$ cat src/rtl/sound_triggered_relay_sequencer_unit_assert.svh
// Assertion macros for the sound triggered relay sequencer.
// Used by the top level only; expects clk_i and rst_ni in scope.
`ifndef SOUND_TRIGGERED_RELAY_SEQUENCER_UNIT_ASSERT_SVH
`define SOUND_TRIGGERED_RELAY_SEQUENCER_UNIT_ASSERT_SVH
`ifndef NO_ASSERTIONS
// Combinational property checked at every clock edge out of reset.
`define STSR_ASSERT(lbl, prop, msg) \
  lbl: assert property (@(posedge clk_i) disable iff (!rst_ni) (prop)) else $error(msg);
// Condition in one cycle implies a condition in the next.
`define STSR_ASSERT_NEXT(lbl, pre, post, msg) \
  lbl: assert property (@(posedge clk_i) disable iff (!rst_ni) (pre) |=> (post)) else $error(msg);
`else
`define STSR_ASSERT(lbl, prop, msg)
`define STSR_ASSERT_NEXT(lbl, pre, post, msg)
`endif
`endif

$ cat src/rtl/stsr_pkg.sv
// Package for the sound triggered relay sequencer: codes, config and result types.
// No dependencies.
`timescale 1ns / 1ps
`default_nettype none
package stsr_pkg;

  typedef enum logic [1:0] {
    CMD_TICK       = 2'd0,
    CMD_SAMPLE     = 2'd1,
    CMD_PEER_START = 2'd2,
    CMD_PEER_STOP  = 2'd3
  } cmd_e;

  typedef enum logic [1:0] {
    MODE_LISTEN = 2'd0,
    MODE_WAIT   = 2'd1,
    MODE_GEN    = 2'd2,
    MODE_REST   = 2'd3
  } mode_e;

  typedef enum logic [1:0] {
    LAMP_OFF        = 2'd0,
    LAMP_WAITING    = 2'd1,
    LAMP_DETECTED   = 2'd2,
    LAMP_GENERATING = 2'd3
  } lamp_e;

  typedef enum logic [1:0] {
    ANN_NONE  = 2'd0,
    ANN_START = 2'd1,
    ANN_STOP  = 2'd2
  } announce_e;

  // register indexes
  localparam int unsigned CfgIdxW = 3;
  localparam logic [CfgIdxW-1:0] REG_MIC_THRESHOLD = 3'd0;
  localparam logic [CfgIdxW-1:0] REG_WINDOW_WIDTH  = 3'd1;
  localparam logic [CfgIdxW-1:0] REG_STRICT_CHECK  = 3'd2;
  localparam logic [CfgIdxW-1:0] REG_DETECT_WAIT   = 3'd3;
  localparam logic [CfgIdxW-1:0] REG_REST_TICKS    = 3'd4;
  localparam int unsigned CfgDataW = 16;

  localparam logic [9:0]  RST_MIC_THRESHOLD = 10'd8;
  localparam logic [5:0]  RST_WINDOW_WIDTH  = 6'd4;
  localparam logic        RST_STRICT_CHECK  = 1'b1;
  localparam logic [15:0] RST_DETECT_WAIT   = 16'd0;
  localparam logic [15:0] RST_REST_TICKS    = 16'd500;

  localparam logic [15:0] TICK_MAX = 16'hFFFF;
  localparam logic [2:0]  PICK_MAX = 3'd4;

  typedef struct packed {
    logic [9:0]  mic_threshold;
    logic [5:0]  window_width;
    logic        strict_check;
    logic [15:0] detect_wait_ticks;
    logic [15:0] rest_ticks;
  } cfg_t;

  typedef struct packed {
    announce_e announce;
    mode_e     mode;
    lamp_e     lamp_level;
    logic      relay_on;
  } res_t;

  // relay closing length per sound; picks above the table use its last entry
  function automatic logic [1:0] on_ticks_of(input logic [2:0] pick);
    logic [1:0] r;
    case (pick)
      3'd0:    r = 2'd1;
      3'd1:    r = 2'd1;
      3'd2:    r = 2'd2;
      3'd3:    r = 2'd1;
      default: r = 2'd3;
    endcase
    return r;
  endfunction

endpackage
`default_nettype wire

$ cat src/rtl/stsr_cfg_regs.sv
// Configuration register file of the sound triggered relay sequencer.
// Depends on stsr_pkg.
`timescale 1ns / 1ps
`default_nettype none
module stsr_cfg_regs (
  input  wire                                 clk_i,
  input  wire                                 rst_ni,
  input  wire                                 wr_en_i,
  input  wire  [stsr_pkg::CfgIdxW-1:0]        idx_i,
  input  wire  [stsr_pkg::CfgDataW-1:0]       wdata_i,
  output stsr_pkg::cfg_t                      cfg_o
);
  import stsr_pkg::*;

  cfg_t cfg_q, cfg_d;

  always_comb begin
    cfg_d = cfg_q;
    if (wr_en_i) begin
      case (idx_i)
        REG_MIC_THRESHOLD: cfg_d.mic_threshold     = wdata_i[9:0];
        REG_WINDOW_WIDTH:  cfg_d.window_width      = wdata_i[5:0];
        REG_STRICT_CHECK:  cfg_d.strict_check      = wdata_i[0];
        REG_DETECT_WAIT:   cfg_d.detect_wait_ticks = wdata_i[15:0];
        REG_REST_TICKS:    cfg_d.rest_ticks        = wdata_i[15:0];
        default:           cfg_d = cfg_q;  // out-of-list index dropped
      endcase
    end
  end

  always_ff @(posedge clk_i or negedge rst_ni) begin
    if (!rst_ni) begin
      cfg_q.mic_threshold     <= RST_MIC_THRESHOLD;
      cfg_q.window_width      <= RST_WINDOW_WIDTH;
      cfg_q.strict_check      <= RST_STRICT_CHECK;
      cfg_q.detect_wait_ticks <= RST_DETECT_WAIT;
      cfg_q.rest_ticks        <= RST_REST_TICKS;
    end else begin
      cfg_q <= cfg_d;
    end
  end

  assign cfg_o = cfg_q;

endmodule
`default_nettype wire

$ cat src/rtl/stsr_step.sv
// Sequencer state and single-pass next-state logic for one command beat.
// Depends on stsr_pkg.
`timescale 1ns / 1ps
`default_nettype none
module stsr_step #(
  parameter int unsigned PEER_COUNT_MAX = 15
) (
  input  wire                   clk_i,
  input  wire                   rst_ni,
  input  wire                   en_i,
  input  stsr_pkg::cmd_e        cmd_i,
  input  wire  [9:0]            sample_i,
  input  wire  [2:0]            pick_i,
  input  stsr_pkg::cfg_t        cfg_i,
  output stsr_pkg::res_t        res_o
);
  import stsr_pkg::*;

  localparam int unsigned InhW = $clog2(PEER_COUNT_MAX + 1);
  localparam logic [InhW-1:0] InhMax = InhW'(PEER_COUNT_MAX);

  mode_e           mode_q, mode_d;
  lamp_e           lamp_q, lamp_d;
  logic            prime_q, prime_d;
  logic            confirm_q, confirm_d;
  logic [9:0]      last_q, last_d;
  logic [InhW-1:0] inh_q, inh_d;
  logic [15:0]     tick_q, tick_d;
  logic [1:0]      on_q, on_d;
  announce_e       ann;

  logic [15:0] tick_inc;
  logic [15:0] limit;
  logic [9:0]  jump;
  logic [10:0] win_top;
  logic        hit;
  logic        detect;

  always_comb begin
    tick_inc = (tick_q == TICK_MAX) ? tick_q : tick_q + 16'd1;
    case (mode_q)
      MODE_WAIT: limit = cfg_i.detect_wait_ticks;
      MODE_GEN:  limit = {14'd0, on_q};
      default:   limit = cfg_i.rest_ticks;
    endcase
    jump    = (sample_i >= last_q) ? sample_i - last_q : last_q - sample_i;
    win_top = {1'b0, cfg_i.mic_threshold} + {5'd0, cfg_i.window_width};
    hit     = (jump > cfg_i.mic_threshold) && ({1'b0, jump} < win_top);
  end

  always_comb begin
    mode_d    = mode_q;
    lamp_d    = lamp_q;
    prime_d   = prime_q;
    confirm_d = confirm_q;
    last_d    = last_q;
    inh_d     = inh_q;
    tick_d    = tick_q;
    on_d      = on_q;
    ann       = ANN_NONE;
    detect    = 1'b0;
    case (cmd_i)
      CMD_TICK: begin
        if (mode_q != MODE_LISTEN) begin
          if (limit > tick_inc) begin
            tick_d = tick_inc;
          end else begin
            tick_d = 16'd0;
            case (mode_q)
              MODE_WAIT: begin
                mode_d = MODE_GEN;
                lamp_d = LAMP_GENERATING;
              end
              MODE_GEN: begin
                mode_d = MODE_REST;
                lamp_d = LAMP_OFF;
                ann    = ANN_STOP;
              end
              default: begin
                mode_d    = MODE_LISTEN;
                lamp_d    = LAMP_WAITING;
                prime_d   = 1'b1;
                confirm_d = 1'b0;
              end
            endcase
          end
        end
      end
      CMD_SAMPLE: begin
        if (mode_q == MODE_LISTEN && inh_q == '0) begin
          last_d = sample_i;
          if (prime_q) begin
            prime_d = 1'b0;
          end else if (confirm_q) begin
            confirm_d = 1'b0;
            detect    = hit;
          end else if (hit) begin
            if (cfg_i.strict_check) confirm_d = 1'b1;
            else detect = 1'b1;
          end
          if (detect) begin
            mode_d = MODE_WAIT;
            tick_d = 16'd0;
            on_d   = on_ticks_of((pick_i > PICK_MAX) ? PICK_MAX : pick_i);
            lamp_d = LAMP_DETECTED;
            ann    = ANN_START;
          end
        end
      end
      CMD_PEER_START: begin
        if (inh_q < InhMax) inh_d = inh_q + 1'b1;
      end
      default: begin
        if (inh_q != '0) inh_d = inh_q - 1'b1;
      end
    endcase
  end

  always_ff @(posedge clk_i or negedge rst_ni) begin
    if (!rst_ni) begin
      mode_q    <= MODE_LISTEN;
      lamp_q    <= LAMP_WAITING;
      prime_q   <= 1'b1;
      confirm_q <= 1'b0;
      last_q    <= 10'd0;
      inh_q     <= '0;
      tick_q    <= 16'd0;
      on_q      <= 2'd0;
    end else if (en_i) begin
      mode_q    <= mode_d;
      lamp_q    <= lamp_d;
      prime_q   <= prime_d;
      confirm_q <= confirm_d;
      last_q    <= last_d;
      inh_q     <= inh_d;
      tick_q    <= tick_d;
      on_q      <= on_d;
    end
  end

  assign res_o.announce   = ann;
  assign res_o.mode       = mode_d;
  assign res_o.lamp_level = lamp_d;
  assign res_o.relay_on   = (mode_d == MODE_GEN);

endmodule
`default_nettype wire

$ cat src/rtl/sound_triggered_relay_sequencer_unit.sv
// Top level of the sound triggered relay sequencer: input beat register,
// step logic, result register. Depends on stsr_pkg, stsr_cfg_regs, stsr_step.
//
//  channel  | direction | beat fields (low bit up)
//  ---------+-----------+-------------------------------------------------
//  s_axis   | in        | tuser: command; tdata: sample, pick
//  m_axis   | out       | tdata: relay_on, lamp_level, mode, announce
//  cfg      | in        | write enable, register index, write data
//
// Each command beat passes from the input register through the step logic
// into the result register, which presents it as a valid result; a new beat
// is taken every cycle while m_axis does not stall. Throughput is set by the
// single step stage between the input and result registers. Reset clears all
// control and sequencer state at once; no clearing pass. When m_axis stalls,
// the result register holds and one more beat parks in the input register
// before s_axis_tready drops.
`timescale 1ns / 1ps
`default_nettype none
module sound_triggered_relay_sequencer_unit #(
  parameter int unsigned PEER_COUNT_MAX = 15
) (
  input  wire                            clk_i,
  input  wire                            rst_ni,
  // input command stream
  input  wire                            s_axis_tvalid,
  output logic                           s_axis_tready,
  input  wire  [15:0]                    s_axis_tdata,   // sample[9:0], pick[12:10], zero pad
  input  wire  [1:0]                     s_axis_tuser,   // command[1:0]
  // result stream
  output logic                           m_axis_tvalid,
  input  wire                            m_axis_tready,
  output logic [7:0]                     m_axis_tdata,   // relay_on, lamp_level, mode,
                                                         // announce, zero pad
  // configuration writes
  input  wire                            cfg_wr_en_i,
  input  wire  [stsr_pkg::CfgIdxW-1:0]   cfg_idx_i,
  input  wire  [stsr_pkg::CfgDataW-1:0]  cfg_wdata_i
);
  import stsr_pkg::*;

  cfg_t cfg;
  res_t res;

  // input beat register
  logic       in_valid_q, in_valid_d;
  cmd_e       in_cmd_q;
  logic [9:0] in_sample_q;
  logic [2:0] in_pick_q;

  // result register
  logic       out_valid_q, out_valid_d;
  res_t       out_res_q;

  logic s_accept;
  logic advance;  // input beat moves through the step logic this cycle

  assign advance       = in_valid_q && (!out_valid_q || m_axis_tready);
  assign s_axis_tready = !in_valid_q || advance;
  assign s_accept      = s_axis_tvalid && s_axis_tready;

  always_comb begin
    in_valid_d = in_valid_q;
    if (s_accept)     in_valid_d = 1'b1;
    else if (advance) in_valid_d = 1'b0;
    out_valid_d = out_valid_q;
    if (advance)            out_valid_d = 1'b1;
    else if (m_axis_tready) out_valid_d = 1'b0;
  end

  always_ff @(posedge clk_i or negedge rst_ni) begin
    if (!rst_ni) begin
      in_valid_q  <= 1'b0;
      out_valid_q <= 1'b0;
    end else begin
      in_valid_q  <= in_valid_d;
      out_valid_q <= out_valid_d;
    end
  end

  // payload registers, no reset needed
  always_ff @(posedge clk_i) begin
    if (s_accept) begin
      in_cmd_q    <= cmd_e'(s_axis_tuser);
      in_sample_q <= s_axis_tdata[9:0];
      in_pick_q   <= s_axis_tdata[12:10];
    end
    if (advance) begin
      out_res_q <= res;
    end
  end

  stsr_cfg_regs u_cfg (
    .clk_i   (clk_i),
    .rst_ni  (rst_ni),
    .wr_en_i (cfg_wr_en_i),
    .idx_i   (cfg_idx_i),
    .wdata_i (cfg_wdata_i),
    .cfg_o   (cfg)
  );

  stsr_step #(
    .PEER_COUNT_MAX (PEER_COUNT_MAX)
  ) u_step (
    .clk_i    (clk_i),
    .rst_ni   (rst_ni),
    .en_i     (advance),
    .cmd_i    (in_cmd_q),
    .sample_i (in_sample_q),
    .pick_i   (in_pick_q),
    .cfg_i    (cfg),
    .res_o    (res)
  );

  assign m_axis_tvalid = out_valid_q;
  assign m_axis_tdata  = {1'b0, out_res_q.announce, out_res_q.mode,
                          out_res_q.lamp_level, out_res_q.relay_on};

`include "sound_triggered_relay_sequencer_unit_assert.svh"

  // relay drives exactly while generating
  `STSR_ASSERT(a_relay_mode, !out_valid_q || (out_res_q.relay_on == (out_res_q.mode == MODE_GEN)), "relay level disagrees with mode")
  // a start announcement comes only with entry into detected wait
  `STSR_ASSERT(a_start_wait, !out_valid_q || out_res_q.announce != ANN_START || (out_res_q.mode == MODE_WAIT && out_res_q.lamp_level == LAMP_DETECTED), "start announced outside detected wait")
  // an accepted beat is parked in the input register next cycle
  `STSR_ASSERT_NEXT(a_in_park, s_accept, in_valid_q, "accepted beat lost")
  // a beat through the step logic shows as a valid result next cycle
  `STSR_ASSERT_NEXT(a_out_load, advance, out_valid_q, "stepped beat not presented")

endmodule
`default_nettype wire

$ cat config.mk
export PLATFORM = sky130hd
export DESIGN_NAME = sound_triggered_relay_sequencer_unit
export DESIGN_NICKNAME = d
export VERILOG_FILES = /design/src/rtl/stsr_pkg.sv /design/src/rtl/stsr_cfg_regs.sv /design/src/rtl/stsr_step.sv /design/src/rtl/sound_triggered_relay_sequencer_unit.sv
export VERILOG_INCLUDE_DIRS = /design/src /design/src/rtl
export SDC_FILE = /design/constraint.sdc
export NUM_CORES = 1
export LEC_CHECK = 0
export BUFFER_PORTS_ARGS = -buffer_cell sky130_fd_sc_hd__buf_4
export CAP_MARGIN = 15
export CORE_UTILIZATION = 45
export DETAILED_ROUTE_END_ITERATION = 6
export RECOVER_POWER = 100
export SETUP_SLACK_MARGIN = 0.05
export SYNTH_ARGS = -nofsm -noshare
export SYNTH_HDL_FRONTEND = slang
export SYNTH_SLANG_ARGS = --single-unit
$ cat constraint.sdc
create_clock -name clk_i -period 10.57 [get_ports clk_i]
set_input_delay 2.114 -clock clk_i [delete_from_list [all_inputs] [get_ports clk_i]]
set_output_delay 2.114 -clock clk_i [all_outputs]
set_load 0.02 [all_outputs]
==> impl_results.md <==
* Area growth syn-to-layout at 9.698%
* Number of synthesized flops with an enable pin at 22
* Combinational cell fraction of total power at a little over half
* Mapped Avg Cell Area at 10.24 um^2
* Max-cap violations at 1
* Worst reg2reg path depth at 19
* Routed via count at roughly 5400
* Starting Density at 45.97%
* WHS Path Cells at 1
* Synth top area cells: dfrtp_1 (27%), ha_1 (11%), edfxtp_1 (9.0%), mux2_2 (7.7%), dfstp_2 (4.0%)
* Dpl hpwl at between 10 and 15 mm
* Via density at 5.585
* Final WL at between 15 and 20 mm
* Core Region at 15890 um^2
* CTS root buffer: clkbuf_16
* Slew HR at -147.3%
* Mapped cell area at 7302 um^2
* Nets at between 800 and 900
* Die Area at approximately 17000 um^2
* Critical Path RT at 10190 ps
* DIE WIDTH at 129.4 um
* CTS tree: done
* Worst reg2reg path startpoint: in_sample_q[0]$_DFFE_PP_
* Seq/Total Area, Yosys at 39.74%
* Fraction of registers with async set/reset at 80.18%
* Cells after synthesis at 713
* WP buf/inv at 2
* CP delay by family, top: buffers and inverters
* Crit-path cells: clkbuf_1, clkbuf_1
* CP most frequent cell: clkbuf_1
* Die Y at 129.4 um
* Synth unique cells at 82
* GPL Wtd Cong at 0.8994
* Placed cell count at 955
* Maximum fanout along the worst path at 67
* Net count after synthesis at around 830
* Crit path arrival time at 5750 ps
* IO Pins at 52
* Status: finished, violations left
* CTS clk-pin slew, worst paths at approximately 70 ps
* Hold_buf cts at 0
* Antenna Nets Post-Route at 0
* Most frequent cells after synthesis: dfrtp_1 (78), ha_1 (67), inv_1 (53), nand2_1 (53), mux2_2 (50)
* Area occupied by multi-input gates at 3998 um^2
* Critical path's largest stage delay at about 2700 ps
* Clock buffer depth at 2
* Period utilization at 58.03%
* Failing checks: capacitance limit, slew limit
* Drc violations at 0
* Pwr dens at 268.9 nW/um^2
* Slowest cell on crit path: clkbuf_1
* Largest net degree at the start of global routing at 68
* Port buffer count at 47
* Fin. Hold Viols at 0
* Layout cells sized above 1 at 16.53%
* H-Tree Depth at 3
* Top FF cell, synth: dfrtp_1
* Most common cell in the synthesized netlist: dfrtp_1
* Fmax at 163.0 MHz
* CP Depth at 2
* Register area at around 2900 um^2
* TritonCTS Sinks at 111
* Crit end category: asynchronous set/reset pin
* Design Area, Final at about 8000 um^2
* Worst vdd ir at ~0.11 mV
* Synth warnings at 0
* Clk_skew at roughly 9.9 ps
* Setup Buffers After CTS at 0
* Top-area cell type share of the netlist area at around a quarter
* Vias in the first global route at roughly 5400
* Post-CTS sizing at 0
* Gr ovfl total at 0
* RSZ-0062 raised after global routing: no
* Fillers at 1500
* Placed inst area at slightly below 8000 um^2
* DR WL/cell at 16.32 um
* Switch share at 42.52%
* Non-filler instance count after layout at just under 1000
* Leading area contributor after synthesis: dfrtp_1
* Setup TNS at 0 ps
* Min Clock Period, post-route at 6134 ps
* Initial antenna violation count at 0
* Post-synthesis register bit count at 111
* Power share of the clock group at 16.7%
* Inserted Diodes at 0
* End point of the critical path: u_step.last_q[6]$_DFFE_PN0P_
* NetSw at ~920 uW
* Final setup viols at 0
* CTS buffer count at 9
* Reg power frac at 28.7%
* Slew @ Worst Pin at 3710 ps
* Hold WC Path Type: reg2reg
* Int Pwr at roughly 1.2 mW
* Final max-slew violation count at 68
* Overall Global Routing Usage at 20.06%
* Crit path launch type: primary input
* Drt first-iter violations at 266
* Wire length of the first global-routing pass at 26.07 mm
* Crit Path Category: in2async
* Worst setup startpoint: rst_ni
* FP Rows at 46
* DR pass1 iterations at 4
* Skew-Pair Late Insertion Delay at between 300 and 400 ps
* Reg-to-reg endpoint: u_step.tick_q[8]$_DFFE_PN0P_
* LEAKAGE at 3.462 nW
* Setup slack, reg-to-reg at 4550 ps
==> cell usage in the layout, fill, tap and decap left out, types with 7 or more instances in the layout <==
master | Yosys | routed
nor2_1 | 46 | 46
clkbuf_4 | 0 | 16
o21ai_0 | 45 | 45
dfrtp_1 | 78 | 78
buf_4 | 3 | 20
a211oi_1 | 9 | 10
mux2_2 | 50 | 50
mux2i_1 | 11 | 11
a21oi_1 | 38 | 39
nand2b_1 | 8 | 8
xnor2_1 | 20 | 20
a21o_1 | 15 | 15
a22o_1 | 18 | 18
inv_1 | 53 | 53
nor2b_1 | 7 | 7
nand4_1 | 11 | 12
edfxtp_1 | 22 | 22
xor2_1 | 11 | 11
clkbuf_1 | 14 | 18
nand3_1 | 10 | 10
nand2_1 | 53 | 53
clkbuf_16 | 0 | 9
ha_1 | 67 | 67
dfstp_2 | 11 | 11
==> stage by stage <==
step	hold WS, ps	setup WS, ps	power, mW	util, %
3_3_place_gp	467.9	5262	1.766	49.19
4_1_cts	503.7	5116	2.186	51.13
3_5_place_dp	484.3	5148	1.815	49.19
5_1_grt	516.7	3399	2.341	50.43
2_1_floorplan	449.0	6064	1.542	-
6_report	502.7	4436	2.154	50.43
==> power by group through the flow <==
stage | Clock, mW | Combinational [mW] | Sequential [mW]
after CTS | 0.369 | 1.20 | 0.619
final | 0.360 | 1.18 | 0.618
after global routing | 0.387 | 1.32 | 0.631
after global placement | 0 | 1.15 | 0.621
after detailed placement | 0 | 1.19 | 0.626
after floorplan | 0 | 0.928 | 0.614
==> layout make-up <==
class	instances	area share, %
sequential	111	36.22
tap	216	3.374
timing repair buffer	52	4.124
clock inverter	3	0.5936
multi-input combinational	523	49.91
clock buffer	13	3.249
inverter	54	2.530
==> metal layers <==
| metal | vias up | GRT usage [%] | wire [um] |
|---|---|---|---|
| met5 | - | 0 | 0 |
| met4 | 0 | 5.952 | 257 |
| met3 | 15 | 4.294 | 571 |
| met2 | 94 | 35.39 | 7863 |
| met1 | 2674 | 24.53 | 7167 |
| li1 | 2646 | - | - |
==> sequential cells by signal, indices dropped and copies added (netlist names) <==
name              count
u_step.prime_q        1
u_step.mode_q         2
u_step.tick_q        16
u_step.last_q        10
u_step.inh_q          4
in_cmd_q              2
u_cfg.cfg_o          49
u_step.confirm_q      1
u_step.on_q           2
in_sample_q          10
in_pick_q             3
in_valid_q            1
m_axis_tvalid         1
u_step.lamp_q         2
m_axis_tdata          7
==> worst min path at each step <==
stage / start / to / slack, ps
floorplan: in_valid_q$_DFFE_PN0P_ / m_axis_tvalid$_DFFE_PN0P_ / 450
global placement: in_valid_q$_DFFE_PN0P_ / m_axis_tvalid$_DFFE_PN0P_ / 470
detailed placement: in_valid_q$_DFFE_PN0P_ / m_axis_tvalid$_DFFE_PN0P_ / 480
CTS: in_valid_q$_DFFE_PN0P_ / m_axis_tvalid$_DFFE_PN0P_ / 500
global route: u_cfg.cfg_o[30]$_DFFE_PN0P_ / u_cfg.cfg_o[30]$_DFFE_PN0P_ / 520
finish: in_valid_q$_DFFE_PN0P_ / m_axis_tvalid$_DFFE_PN0P_ / 500
==> logic make-up after synthesis <==
| group | Yosys count | synth area share [%] |
|---|---|---|
| AOI/OAI and AO/OA | 182 | 17.31 |
| xor gates and xnor gates | 31 | 3.718 |
| adders and majority gates | 71 | 12.58 |
| and+or+nand+nor | 177 | 12.61 |
| muxes | 61 | 9.219 |
| other | 1 | 0.05136 |
| DFF | 111 | 39.74 |
| buffers and inverters | 79 | 4.780 |
(Power assumes the default switching activity.)
